File: src/rtl/si2b64_pkg.sv
package si2b64_pkg;

  // Field widths of the transaction payloads
  localparam int unsigned SIG_W       = 64;
  localparam int unsigned EXP_W       = 12;
  localparam int unsigned LZC_W       = 6;
  localparam int unsigned SHIFT_W     = 13;

  // binary64 layout
  localparam int unsigned FRAC_BITS   = 52;
  localparam int unsigned EFIELD_W    = 11;
  localparam logic [EFIELD_W-1:0] EFIELD_MAX = 11'h7FF;

  // Shift and exponent adjustments (precision 53, minimum exponent -1074)
  localparam logic signed [SHIFT_W-1:0] NORM_ADJ  = 13'sd11;    // 64 - 53
  localparam logic signed [SHIFT_W-1:0] CLAMP_ADJ = 13'sd1074;  // -(minimum exponent)
  localparam logic signed [SHIFT_W-1:0] BIAS_ADJ  = 13'sd1086;  // 1075 + 11
  localparam logic signed [SHIFT_W-1:0] BIAS_OVF  = 13'sd2047;

  // Count leading zeros of a nonzero word; the highest set position is seen last and wins
  function automatic logic [LZC_W-1:0] lead_zeros(input logic [SIG_W-1:0] v);
    logic [LZC_W-1:0] lz;
    lz = '0;
    for (int i = 0; i < SIG_W; i++) begin
      if (v[i]) begin
        lz = LZC_W'(SIG_W - 1 - i);
      end
    end
    return lz;
  endfunction

endpackage

File: src/rtl/scaled_integer_to_binary64_core.sv
// An accepted transaction reaches the outputs through the input register and then
//   the result register. Throughput: one transaction per cycle while out_stall is low;
//   the two registers form a two-stage pipeline, and all packing logic sits between them.
// in_stall rises only when both stages are full and out_stall is high.
// Reset (rst, synchronous, active high) empties both stages; the data registers are not reset.
module scaled_integer_to_binary64_core (
  input  logic                             clk,
  input  logic                             rst,
  input  logic                             in_valid,
  output logic                             in_stall,
  input  logic                             sign,
  input  logic signed [si2b64_pkg::EXP_W-1:0] exponent,
  input  logic [si2b64_pkg::SIG_W-1:0]     significand,
  output logic                             out_valid,
  input  logic                             out_stall,
  output logic [si2b64_pkg::SIG_W-1:0]     double_bits,
  output logic                             digits_lost,
  output logic                             overflowed
);

  localparam int unsigned SW = si2b64_pkg::SHIFT_W;
  localparam int unsigned LW = si2b64_pkg::LZC_W;

  // Input stage
  logic                                 s1_valid;
  logic                                 sign_q;
  logic signed [si2b64_pkg::EXP_W-1:0]  exp_q;
  logic [si2b64_pkg::SIG_W-1:0]         sig_q;

  logic out_adv;
  logic s1_adv;

  // Advance the result stage whenever it is empty or being taken
  assign out_adv  = !out_valid || !out_stall;
  assign s1_adv   = !s1_valid || out_adv;
  assign in_stall = !s1_adv;

  always_ff @(posedge clk) begin
    if (rst) begin
      s1_valid <= 1'b0;
    end else if (s1_adv) begin
      s1_valid <= in_valid;
    end
  end

  always_ff @(posedge clk) begin
    if (s1_adv && in_valid) begin
      sign_q <= sign;
      exp_q  <= exponent;
      sig_q  <= significand;
    end
  end

  // Packing logic
  logic [LW-1:0]                  lzc;
  logic signed [SW-1:0]           exp_ext;
  logic signed [SW-1:0]           shift_norm;
  logic signed [SW-1:0]           shift_clamp;
  logic                           normal;
  logic signed [SW-1:0]           shift_amt;
  logic signed [SW-1:0]           right_amt;
  logic                           right_far;
  logic [LW-1:0]                  right_sh;
  logic [si2b64_pkg::SIG_W-1:0]   low_mask;
  logic [si2b64_pkg::SIG_W-1:0]   sig_sh;
  logic                           lost;
  logic signed [SW-1:0]           biased;
  logic                           ovf;
  logic [si2b64_pkg::EFIELD_W-1:0] efield;
  logic [si2b64_pkg::SIG_W-1:0]   bits_next;
  logic                           lost_next;
  logic                           ovf_next;

  assign lzc         = si2b64_pkg::lead_zeros(sig_q);
  assign exp_ext     = {exp_q[si2b64_pkg::EXP_W-1], exp_q};
  assign shift_norm  = $signed({{(SW-LW){1'b0}}, lzc}) - si2b64_pkg::NORM_ADJ;
  assign shift_clamp = exp_ext + si2b64_pkg::CLAMP_ADJ;

  // Normalize unless that would push the exponent under the subnormal minimum
  assign normal    = shift_norm <= shift_clamp;
  assign shift_amt = normal ? shift_norm : shift_clamp;
  assign right_amt = -shift_amt;
  assign right_far = right_amt[SW-1:LW] != '0;
  assign right_sh  = right_amt[LW-1:0];
  assign low_mask  = ~({si2b64_pkg::SIG_W{1'b1}} << right_sh);

  always_comb begin
    if (!shift_amt[SW-1]) begin
      sig_sh = sig_q << shift_amt[LW-1:0];
      lost   = 1'b0;
    end else if (right_far) begin
      sig_sh = '0;
      lost   = 1'b1;
    end else begin
      sig_sh = sig_q >> right_sh;
      lost   = (sig_q & low_mask) != '0;
    end
  end

  assign biased = exp_ext - $signed({{(SW-LW){1'b0}}, lzc}) + si2b64_pkg::BIAS_ADJ;
  assign ovf    = normal && (biased >= si2b64_pkg::BIAS_OVF);
  assign efield = normal ? biased[si2b64_pkg::EFIELD_W-1:0] : '0;

  // Select zero, infinity or the packed encoding
  always_comb begin
    if (sig_q == '0) begin
      bits_next = {sign_q, {(si2b64_pkg::SIG_W-1){1'b0}}};
      lost_next = 1'b0;
      ovf_next  = 1'b0;
    end else if (ovf) begin
      bits_next = {sign_q, si2b64_pkg::EFIELD_MAX, {si2b64_pkg::FRAC_BITS{1'b0}}};
      lost_next = lost;
      ovf_next  = 1'b1;
    end else begin
      bits_next = {sign_q, efield, sig_sh[si2b64_pkg::FRAC_BITS-1:0]};
      lost_next = lost;
      ovf_next  = 1'b0;
    end
  end

  // Result stage
  always_ff @(posedge clk) begin
    if (rst) begin
      out_valid <= 1'b0;
    end else if (out_adv) begin
      out_valid <= s1_valid;
    end
  end

  always_ff @(posedge clk) begin
    if (out_adv && s1_valid) begin
      double_bits <= bits_next;
      digits_lost <= lost_next;
      overflowed  <= ovf_next;
    end
  end

  // Checks
  a_stall_only_when_full: assert property (@(posedge clk) disable iff (rst)
    in_stall |-> (s1_valid && out_valid && out_stall))
    else $error("input stalled while the pipeline has room");

  a_accept_fills_stage: assert property (@(posedge clk) disable iff (rst)
    (in_valid && !in_stall) |=> s1_valid)
    else $error("accepted transaction not held in the input stage");

  a_held_item_kept: assert property (@(posedge clk) disable iff (rst)
    (s1_valid && out_valid && out_stall) |=> s1_valid)
    else $error("input stage dropped a transaction during a stall");

  a_ovf_is_inf: assert property (@(posedge clk) disable iff (rst)
    (out_valid && overflowed) |->
      (double_bits[62:52] == si2b64_pkg::EFIELD_MAX && double_bits[51:0] == '0))
    else $error("overflow result is not an infinity");

endmodule

File: config.mk
export PLATFORM = sky130hd
export DESIGN_NAME = scaled_integer_to_binary64_core
export DESIGN_NICKNAME = d
export VERILOG_FILES = /design/src/rtl/si2b64_pkg.sv /design/src/rtl/scaled_integer_to_binary64_core.sv
export SDC_FILE = /design/constraint.sdc
export NUM_CORES = 1
export LEC_CHECK = 0
export ABC_CLOCK_PERIOD_IN_PS = 12300
export BUFFER_PORTS_ARGS = -buffer_cell sky130_fd_sc_hd__buf_4
export CAP_MARGIN = 20
export CORE_ASPECT_RATIO = 2
export CORE_MARGIN = 2
export CORE_UTILIZATION = 35
export CTS_CLUSTER_DIAMETER = 40
export CTS_CLUSTER_SIZE = 8
export DETAILED_ROUTE_END_ITERATION = 6
export GPL_ROUTABILITY_DRIVEN = 0
export PLACE_DENSITY_LB_ADDON = 0.2
export SLEW_MARGIN = 10
export SYNTH_ARGS = -nofsm -noshare
export SYNTH_HDL_FRONTEND = slang
export SYNTH_SLANG_ARGS = --single-unit
File: constraint.sdc
create_clock -name clk -period 12.3 [get_ports clk]
set_input_delay 1.23 -clock clk [delete_from_list [all_inputs] [get_ports clk]]
set_output_delay 1.23 -clock clk [all_outputs]
set_load 0.01 [all_outputs]
## Yosys cells after proc, flatten, opt, wreduce, memory -nomap -nowiden

Cells that the tools add are included.

- $lt $le $gt $ge: 2
- Add/sub/neg operators: 5
- Shift-type cells: 3
- Bitwise gates (word level): 3
- Muxes and demuxes: 71
- Reduce and logical (&&, ||, !) cells: 14

Operators by type and width:

| operator | count |
|---|---|
| 6-bit two-way mux | 64 |
| 52-bit two-way mux | 2 |
| 64-bit bitwise AND | 1 |
| 64-bit logical NOT | 1 |
| 64-bit inverter | 1 |
| 64-bit nonzero test | 1 |
| 64-bit by 6-bit left shift with 52-bit output | 1 |
| 64-bit by 6-bit left shift with 64-bit output, first input constant | 1 |
| 64-bit by 6-bit >> shifter with 52-bit output | 1 |
| 63-bit two-way mux | 1 |
| 12-bit by 12-bit adder with 13-bit output, second input constant | 1 |
| 13-bit by 12-bit adder with 13-bit output, second input constant | 1 |
| 13-bit by 12-bit greater-or-equal comparator with 1-bit output, second input constant | 1 |
| 7-bit by 13-bit less-or-equal comparator with 1-bit output | 1 |
| 13-bit two-way mux | 1 |
| 13-bit negation | 1 |
| 12-bit by 7-bit subtractor with 13-bit output | 1 |
| 11-bit two-way mux | 1 |
| 7-bit nonzero test | 1 |
| 6-bit by 4-bit subtractor with 7-bit output, second input constant | 1 |
| 1-bit logical NOT | 4 |
| 2-bit OR reduction | 2 |
| 1-bit logical AND | 3 |
| 1-bit logical OR | 2 |
| 2 further kinds | 3 |

- Logic and storage cells: 108
- Register bits after elaboration: 145
- Output and inout port bits: 68

## Depth between registers and ports, before layout

Gate-level depths: netlist of the first run.

- Depth after elaboration: 73
- Depth in mapped cells: 38
- Depth with buffers taken out: 31

## Worst setup path after synthesis of the first run

No wires, ideal clock.

- Path type: register to register
- From: reg sig_q[50] in the netlist's numbering
- To: reg double_bits[14] in the netlist's numbering (data pin)
- Slack: 3.651 ns
- Arrival time: 8.377 ns
- Data required time: 12.029 ns
- Buffers on the path: 8
- Setup time: 0.271 ns
- Cell stages (with the launch flop): 35
- Cells stage by stage: edfxtp_1 clkbuf_1 or3_1 o211a_1 a211oi_1 o22ai_2 nor2_1 nor2_1 ha_1 inv_1 o221ai_1 and2_1 nor3_1 ha_1 a211o_1 o211ai_1 a21oi_1 o31ai_1 buf_2 nand2_1 o21ai_1 clkbuf_1 buf_2 buf_1 ha_1 clkbuf_1 clkbuf_1 clkbuf_1 mux4_2 mux2i_1 mux2i_1 a22oi_1 nor2_1 nor2_1 o22ai_1

- Cells in the longest elaborated chain, start to end: 21
- Elaborated cells between the ends (all ways): 29
- Classes of those cells: 4 x add/sub; 2 x order compare; 2 x shift; 17 x mux; 4 x reduce/logical

RTL lines:

| what | RTL line | text |
|---|---|---|
| start: declaration | scaled_integer_to_binary64_core.sv:28 | `logic [si2b64_pkg::SIG_W-1:0] sig_q;` |
| start signal: assignment | scaled_integer_to_binary64_core.sv:50 | `sig_q <= significand;` |
| 6-bit two-way mux (14 in a row) | si2b64_pkg.sv:25 | `if (v[i]) begin` |
| 6-bit by 4-bit subtractor with 7-bit output | scaled_integer_to_binary64_core.sv:76 | `assign shift_norm = $signed({{(SW-LW){1'b0}}, lzc}) - si2b64_pkg::NORM_ADJ;` |
| 7-bit by 13-bit less-or-equal comparator with 1-bit output | scaled_integer_to_binary64_core.sv:80 | `assign normal = shift_norm <= shift_clamp;` |
| 13-bit two-way mux | scaled_integer_to_binary64_core.sv:81 | `assign shift_amt = normal ? shift_norm : shift_clamp;` |
| 13-bit negation | scaled_integer_to_binary64_core.sv:82 | `assign right_amt = -shift_amt;` |
| 64-bit by 6-bit >> shifter with 52-bit output / 7-bit nonzero test (equally long branches) | scaled_integer_to_binary64_core.sv:95, scaled_integer_to_binary64_core.sv:83 |  |
| 52-bit two-way mux | scaled_integer_to_binary64_core.sv:91 | `end else if (right_far) begin` |
| 52-bit two-way mux | scaled_integer_to_binary64_core.sv:88 | `if (!shift_amt[SW-1]) begin` |
| end signal: assignment | scaled_integer_to_binary64_core.sv:132 | `double_bits <= bits_next;` |
| end: declaration | scaled_integer_to_binary64_core.sv:16 | `output logic [si2b64_pkg::SIG_W-1:0] double_bits,` |

Several ways; a longest one is shown, not always the timed one.
A chain may end at the register's enable or synchronous reset.

## Final worst setup path of the first run

- From: reg sig_q[50] in the netlist's numbering
- To: reg double_bits[37] in the netlist's numbering (data pin)

Same word-level chain as after synthesis.

==> flow_summary.toml, run 1 <==
[sta]
finalSetupViolCount = 0
setup_ws_ps = 2140
tightest_slew_ps = 1210
rsz0062_at_grt = "false"
min_period_ps = 10160
min_period_over_period_pct = 82.6
maxSlewHeadroom_pct = 19.2
drv_slew = 0
fmax_mhz = 98.4
fin_setup_tns_ps = 0
holdWs_ps = 429
skew_ps = 29.4
hold_viol = 0

[floorplan]
coreArea_um2 = 43500
fp.dieW_um = 152
dieArea_um2 = 45900
rows = 108
die_y_um = 301
ios = 149
initial_core_util_pct = 35.4

[critical_path]
worstPathArrival_ps = 10370
critPathRequiredTime_ps = 12510
crit_path_max_incr_delay_ps = 800
cp_max_fo = 16
start_kind = "register"
reg2reg_setup_slack_ps = 2140
endpoint_kind = "register"
crit_slowest_cell = "mux2i_1"
critPathKind = "reg -> reg"

[clock_tree]
clock_path_buffers = 2
htreeDepth = 4
postCtsSetupBuffers = 0
cts.repair.resized = 0
cts_hold_buf = 0
cts_root_buf = "clkbuf_16"
cts_tree = "yes"
cts.sinks = 145
cts_buffers = 17
clk_pin_slew_worst_paths_ps = 80
worstSkewPairLatency_ps = 480

[logic_synthesis]
yosys_warnings = 0
async_reset_ff_share_pct = 0
synth_top_area_share_pct = 27.8
synth.distinct_cells = 97
synth_seq_cells = 145
synth_fp_nets = 1764
yosys.area.top_type = "edfxtp_1"
netlist_area_um2 = 15400
synth-seq-area-share_pct = 28.1
synth-edff-count = 143
ys.flop_type = "edfxtp_1"
synth_area_leaders = "edfxtp_1 28%, mux2i_1 13%, mux4_2 11%"
syn_inst = 1644
syn_avg_cell_area_um2 = 9.38

[power_and_ir_drop]
p_per_area_nw_per_um2 = 143
vdd_drop_max_v = 0.000121
pwr-share-clk_pct = 22.6
p_int_mw = 1.39
seq_power_share_pct = 26.1
p_comb_share_pct = 51.3
total_power_mw = 2.51
leakagePower_nw = 6.95
switching_share_pct = 44.6
power.switching_mw = 1.12

[route]
drc = 0
ant_nets = 0
drt-pass1-iter-count = 7
drtIter0Drc = 1512
via_per_inst = 6.71
drt-total-wl_um = 70400
vias = 15100
wl_per_cell_um = 31.3

[cells_and_area]
fin_area_um2 = 17600
fin_util_pct = 40.5
layout-drive-gt1-share_pct = 22.5
fillCellCount = 4346
most-common-layout-cells = "206 x mux2i_1, 184 x buf_4, 143 x nand2_1, 143 x edfxtp_1, 128 x nor2_1"
final_common_cell = "mux2i_1"
num-nets-final = 1806
seq_area_um2 = 4330
multi_input_area_um2 = 10300
antenna_cells = 0
areaGrowthSynthToFinish_pct = 14.2
layoutNonFillerInstCount = 2249

[placed_design]
place_inst = 2215
portBuffers = 148
hpwl_um = 52200
dp_slack_ps = 2490
dpl_cell_area_um2 = 17000

[global_routing]
overflow = 0
first_global_vias = 14900
grtUsageTotal_pct = 30.1
grt_max_degree = 78
grt_pass1_wl_um = 101000
antenna_found_initial = 1

[flow_run]
drv_cap = 0

[min_path]
hold_path_class = "reg -> reg"

[outcome]
status = "finished clean"
power by group through the flow:
stage	sequential, mW	combinational [mW]	clock [mW]
after detailed placement	0.662	1.23	0
after global placement	0.662	1.22	0
after global routing	0.656	1.35	0.591
final	0.656	1.29	0.566
after CTS	0.651	1.23	0.574
after floorplan	0.627	0.830	0
worst paths after layout:
check                           start                             to  cells after the start
setup / recovery  sig_q[50]$_DFFE_PP_  double_bits[37]$_SDFFCE_PP0P_                     28
hold / removal       sign_q$_DFFE_PP_      double_bits[63]$_DFFE_PP_                      0
setup reg to reg  sig_q[50]$_DFFE_PP_  double_bits[37]$_SDFFCE_PP0P_                     28
hold reg to reg      sign_q$_DFFE_PP_      double_bits[63]$_DFFE_PP_                      0
flip-flops by register name, indices dropped and copies added, names as in the netlist:
register	cells
digits_lost	1
overflowed	1
sig_q	64
exp_q	12
s1_valid	1
out_valid	1
sign_q	1
double_bits	64
Yosys cell counts (28+ instances only):
cell type,number
nor2_1,129
nand2_1,143
ha_1,38
mux2_2,34
mux2i_1,207
a211oi_1,29
inv_1,56
mux4_2,77
clkbuf_1,99
o22ai_1,46
nor3_1,28
o21ai_0,58
edfxtp_1,143
buf_2,40
a21oi_1,120
cell families after synthesis:
family / synth area share [%]
buffers and inverters: 5.97
DFF: 28.1
muxes: 27.2
and+or+nand+nor: 14.7
xor gates and xnor gates: 1.67
adders and majority gates: 3.21
AOI/OAI and AO/OA: 19.2
per-layer routing:
layer	up-vias	global-route usage, %	share of wire [%]
met5	-	0	0
met4	0	25.5	10
met3	351	5.70	7.8
met2	1075	52.9	50
met1	7277	30.8	32
li1	6385	-	-
worst max-delay path: cells and delay by family, from the launching register on:
| family | cells | cell delay (ps) |
|---|---|---|
| AOI/OAI and AO/OA | 11 | 3190 |
| and+or+nand+nor | 9 | 3010 |
| muxes | 3 | 1310 |
| adders and majority gates | 3 | 1230 |
| buffers and inverters | 2 | 570 |
| DFF | 1 | 560 |
area by class of cell:
cell class	instances	share of cell area, %
sequential	145	24.6
clock buffer	17	2.41
tap	550	3.91
inverter	59	1.26
clock inverter	15	1.07
multi-input combinational	1276	58.5
timing repair buffer	187	8.23
No activity file was read; power rests on OpenSTA's default activity.
==> inputs of run 2 (changes only) <==
ABC_CLOCK_PERIOD_IN_PS = 9100   (was 12300)
clock period = 9.1 ns   (was 12.3 ns; I/O delays follow)
==> flow_summary.toml, run 2 (same netlist as run 1, synthesis figures left out) <==
[global_routing]
overflow = 0
grt_pass1_wl_um = 99800
first_global_vias = 14900
grt_max_degree = 115
antenna_found_initial = 0
grtUsageTotal_pct = 29.5

[critical_path]
rr_startpoint = "sig_q[50]$_DFFE_PP_"
crit_path_max_incr_delay_ps = 670
cp_top_family = "compound AO/OA/AOI/OAI gates"
reg2reg_setup_slack_ps = 470
endpoint_kind = "register"
r2r_cells = 32
worstReg2RegEnd = "double_bits[37]$_SDFFCE_PP0P_"
critPathKind = "reg -> reg"
critPathRequiredTime_ps = 9310
start_kind = "register"
crit_slowest_cell = "edfxtp_1"
critPathBufInv = 5
worstPathArrival_ps = 8840
cp_max_fo = 17

[power_and_ir_drop]
pwr-share-clk_pct = 21.4
leakagePower_nw = 7.21
p_per_area_nw_per_um2 = 189
seq_power_share_pct = 25.3
p_int_mw = 1.93
power.switching_mw = 1.48
p_comb_share_pct = 53.2
switching_share_pct = 43.4
vdd_drop_max_v = 0.000151

[sta]
fin_setup_tns_ps = 0
tightest_slew_ps = 1040
drv_slew = 0
setup_ws_ps = 466
finalSetupViolCount = 0
maxSlewHeadroom_pct = 30.7
min_period_ps = 8630
fmax_mhz = 116
hold_viol = 0
skew_ps = 19.7
rsz0062_at_grt = "false"
min_period_over_period_pct = 94.9

[route]
drc = 0
wl_per_cell_um = 29.9
drt-total-wl_um = 68900
drt-pass1-iter-count = 6
via_per_inst = 6.54
drtIter0Drc = 1530
ant_nets = 0
vias = 15100

[floorplan]
rows = 108
ios = 149
fp.dieW_um = 152
coreArea_um2 = 43500
dieArea_um2 = 45900
initial_core_util_pct = 35.4
die_y_um = 301

[clock_tree]
cts_root_buf = "clkbuf_16"
worstSkewPairLatency_ps = 470
cts.sinks = 145
cts_tree = "yes"
clock_path_buffers = 2
postCtsSetupBuffers = 0
cts_buffers = 17
clk_pin_slew_worst_paths_ps = 80
htreeDepth = 4

[min_path]
hold_path_class = "reg -> reg"
holdPathStages = 0
min_from = "sign_q$_DFFE_PP_"
whs_endpoint = "double_bits[63]$_DFFE_PP_"

[placed_design]
dp_slack_ps = 660
place_inst = 2271
portBuffers = 148
dpl_cell_area_um2 = 17500
hpwl_um = 52100

[flow_run]
drv_cap = 0

[cells_and_area]
num-nets-final = 1860
final_common_cell = "buf_4"
fin_util_pct = 41.5
fin_area_um2 = 18100
areaGrowthSynthToFinish_pct = 17.2
reg_top3 = "double_bits (64), sig_q (64), exp_q (12)"
layoutNonFillerInstCount = 2303
layout-drive-gt1-share_pct = 24.9
most-common-layout-cells = "232 x buf_4, 203 x mux2i_1, 143 x nand2_1, 143 x edfxtp_1, 128 x nor2_1"

[outcome]
status = "finished clean"
==> run 2: cell types whose count changed in the layout (fill, tap and decap cells not counted), sizes merged <==
cell	delta
buf	+54
diode	+1
clkinv	+3
inv	-4
==> run 2: worst max path at each step <==
stage	startpoint	endpoint	slack [ps]	cells after the start
2_1_floorplan	sig_q[50]$_DFFE_PP_	double_bits[14]$_SDFFCE_PP0P_	450	34
3_3_place_gp	sig_q[50]$_DFFE_PP_	digits_lost$_SDFFCE_PP0P_	740	32
3_5_place_dp	sig_q[50]$_DFFE_PP_	double_bits[17]$_SDFFCE_PP0P_	660	33
4_1_cts	sig_q[50]$_DFFE_PP_	double_bits[17]$_SDFFCE_PP0P_	660	33
5_1_grt	sig_q[50]$_DFFE_PP_	digits_lost$_SDFFCE_PP0P_	3	32
6_report	sig_q[50]$_DFFE_PP_	double_bits[37]$_SDFFCE_PP0P_	470	32
==> run 2: per-stage QoR <==
step	hold WS, ps	total power [mW]
floorplan	400	1.97
global placement	408	2.62
CTS	426	3.36
detailed placement	410	2.62
finish	430	3.42
global route	442	3.54
==> run 2: layout make-up <==
| cell class | instances | area (µm²) |
|---|---|---|
| fill | 4290 | 25400 |
| multi-input combinational | 1276 | 10300 |
| sequential | 145 | 4330 |
| timing repair buffer | 241 | 1920 |
| tap | 550 | 688 |
| clock buffer | 17 | 425 |
| inverter | 59 | 221 |
| clock inverter | 14 | 156 |
| antenna | 1 | 2.50 |
==> run 2: layer usage <==
metal	vias up	GRT usage, %	wire length [µm]	part of all wire, %
met5	-	0	0	0
li1	6512	-	-	-
met4	0	26.2	7670	11
met1	7195	29.9	22200	32
met2	1005	51.6	34000	49
met3	344	5.37	5150	7.5
==> run 2: timing repair <==
item / 4_1_cts / 5_1_grt
gates resized for setup: 0 / 3
hold buffers: 0 / 0
endpoints found under the setup margin: 0 / 4
==> run 2: power by group through the flow <==
stage / Sequential, mW / Combinational, mW / Clock, mW
floorplan: 0.847 / 1.12 / 0
global placement: 0.876 / 1.74 / 0
detailed placement: 0.876 / 1.75 / 0
CTS: 0.862 / 1.75 / 0.744
global route: 0.868 / 1.91 / 0.760
finish: 0.866 / 1.82 / 0.732
==> run 2: worst register-to-register path: cells and delay by family, from the launching register on <==
kind	cells	cell delay, ps
AND/OR/NAND/NOR	10	2270
buffers and inverters	5	750
AO/OA/AOI/OAI	10	2270
flip-flops	1	670
multiplexers	4	1450
adder cells (fa/ha/maj)	3	950
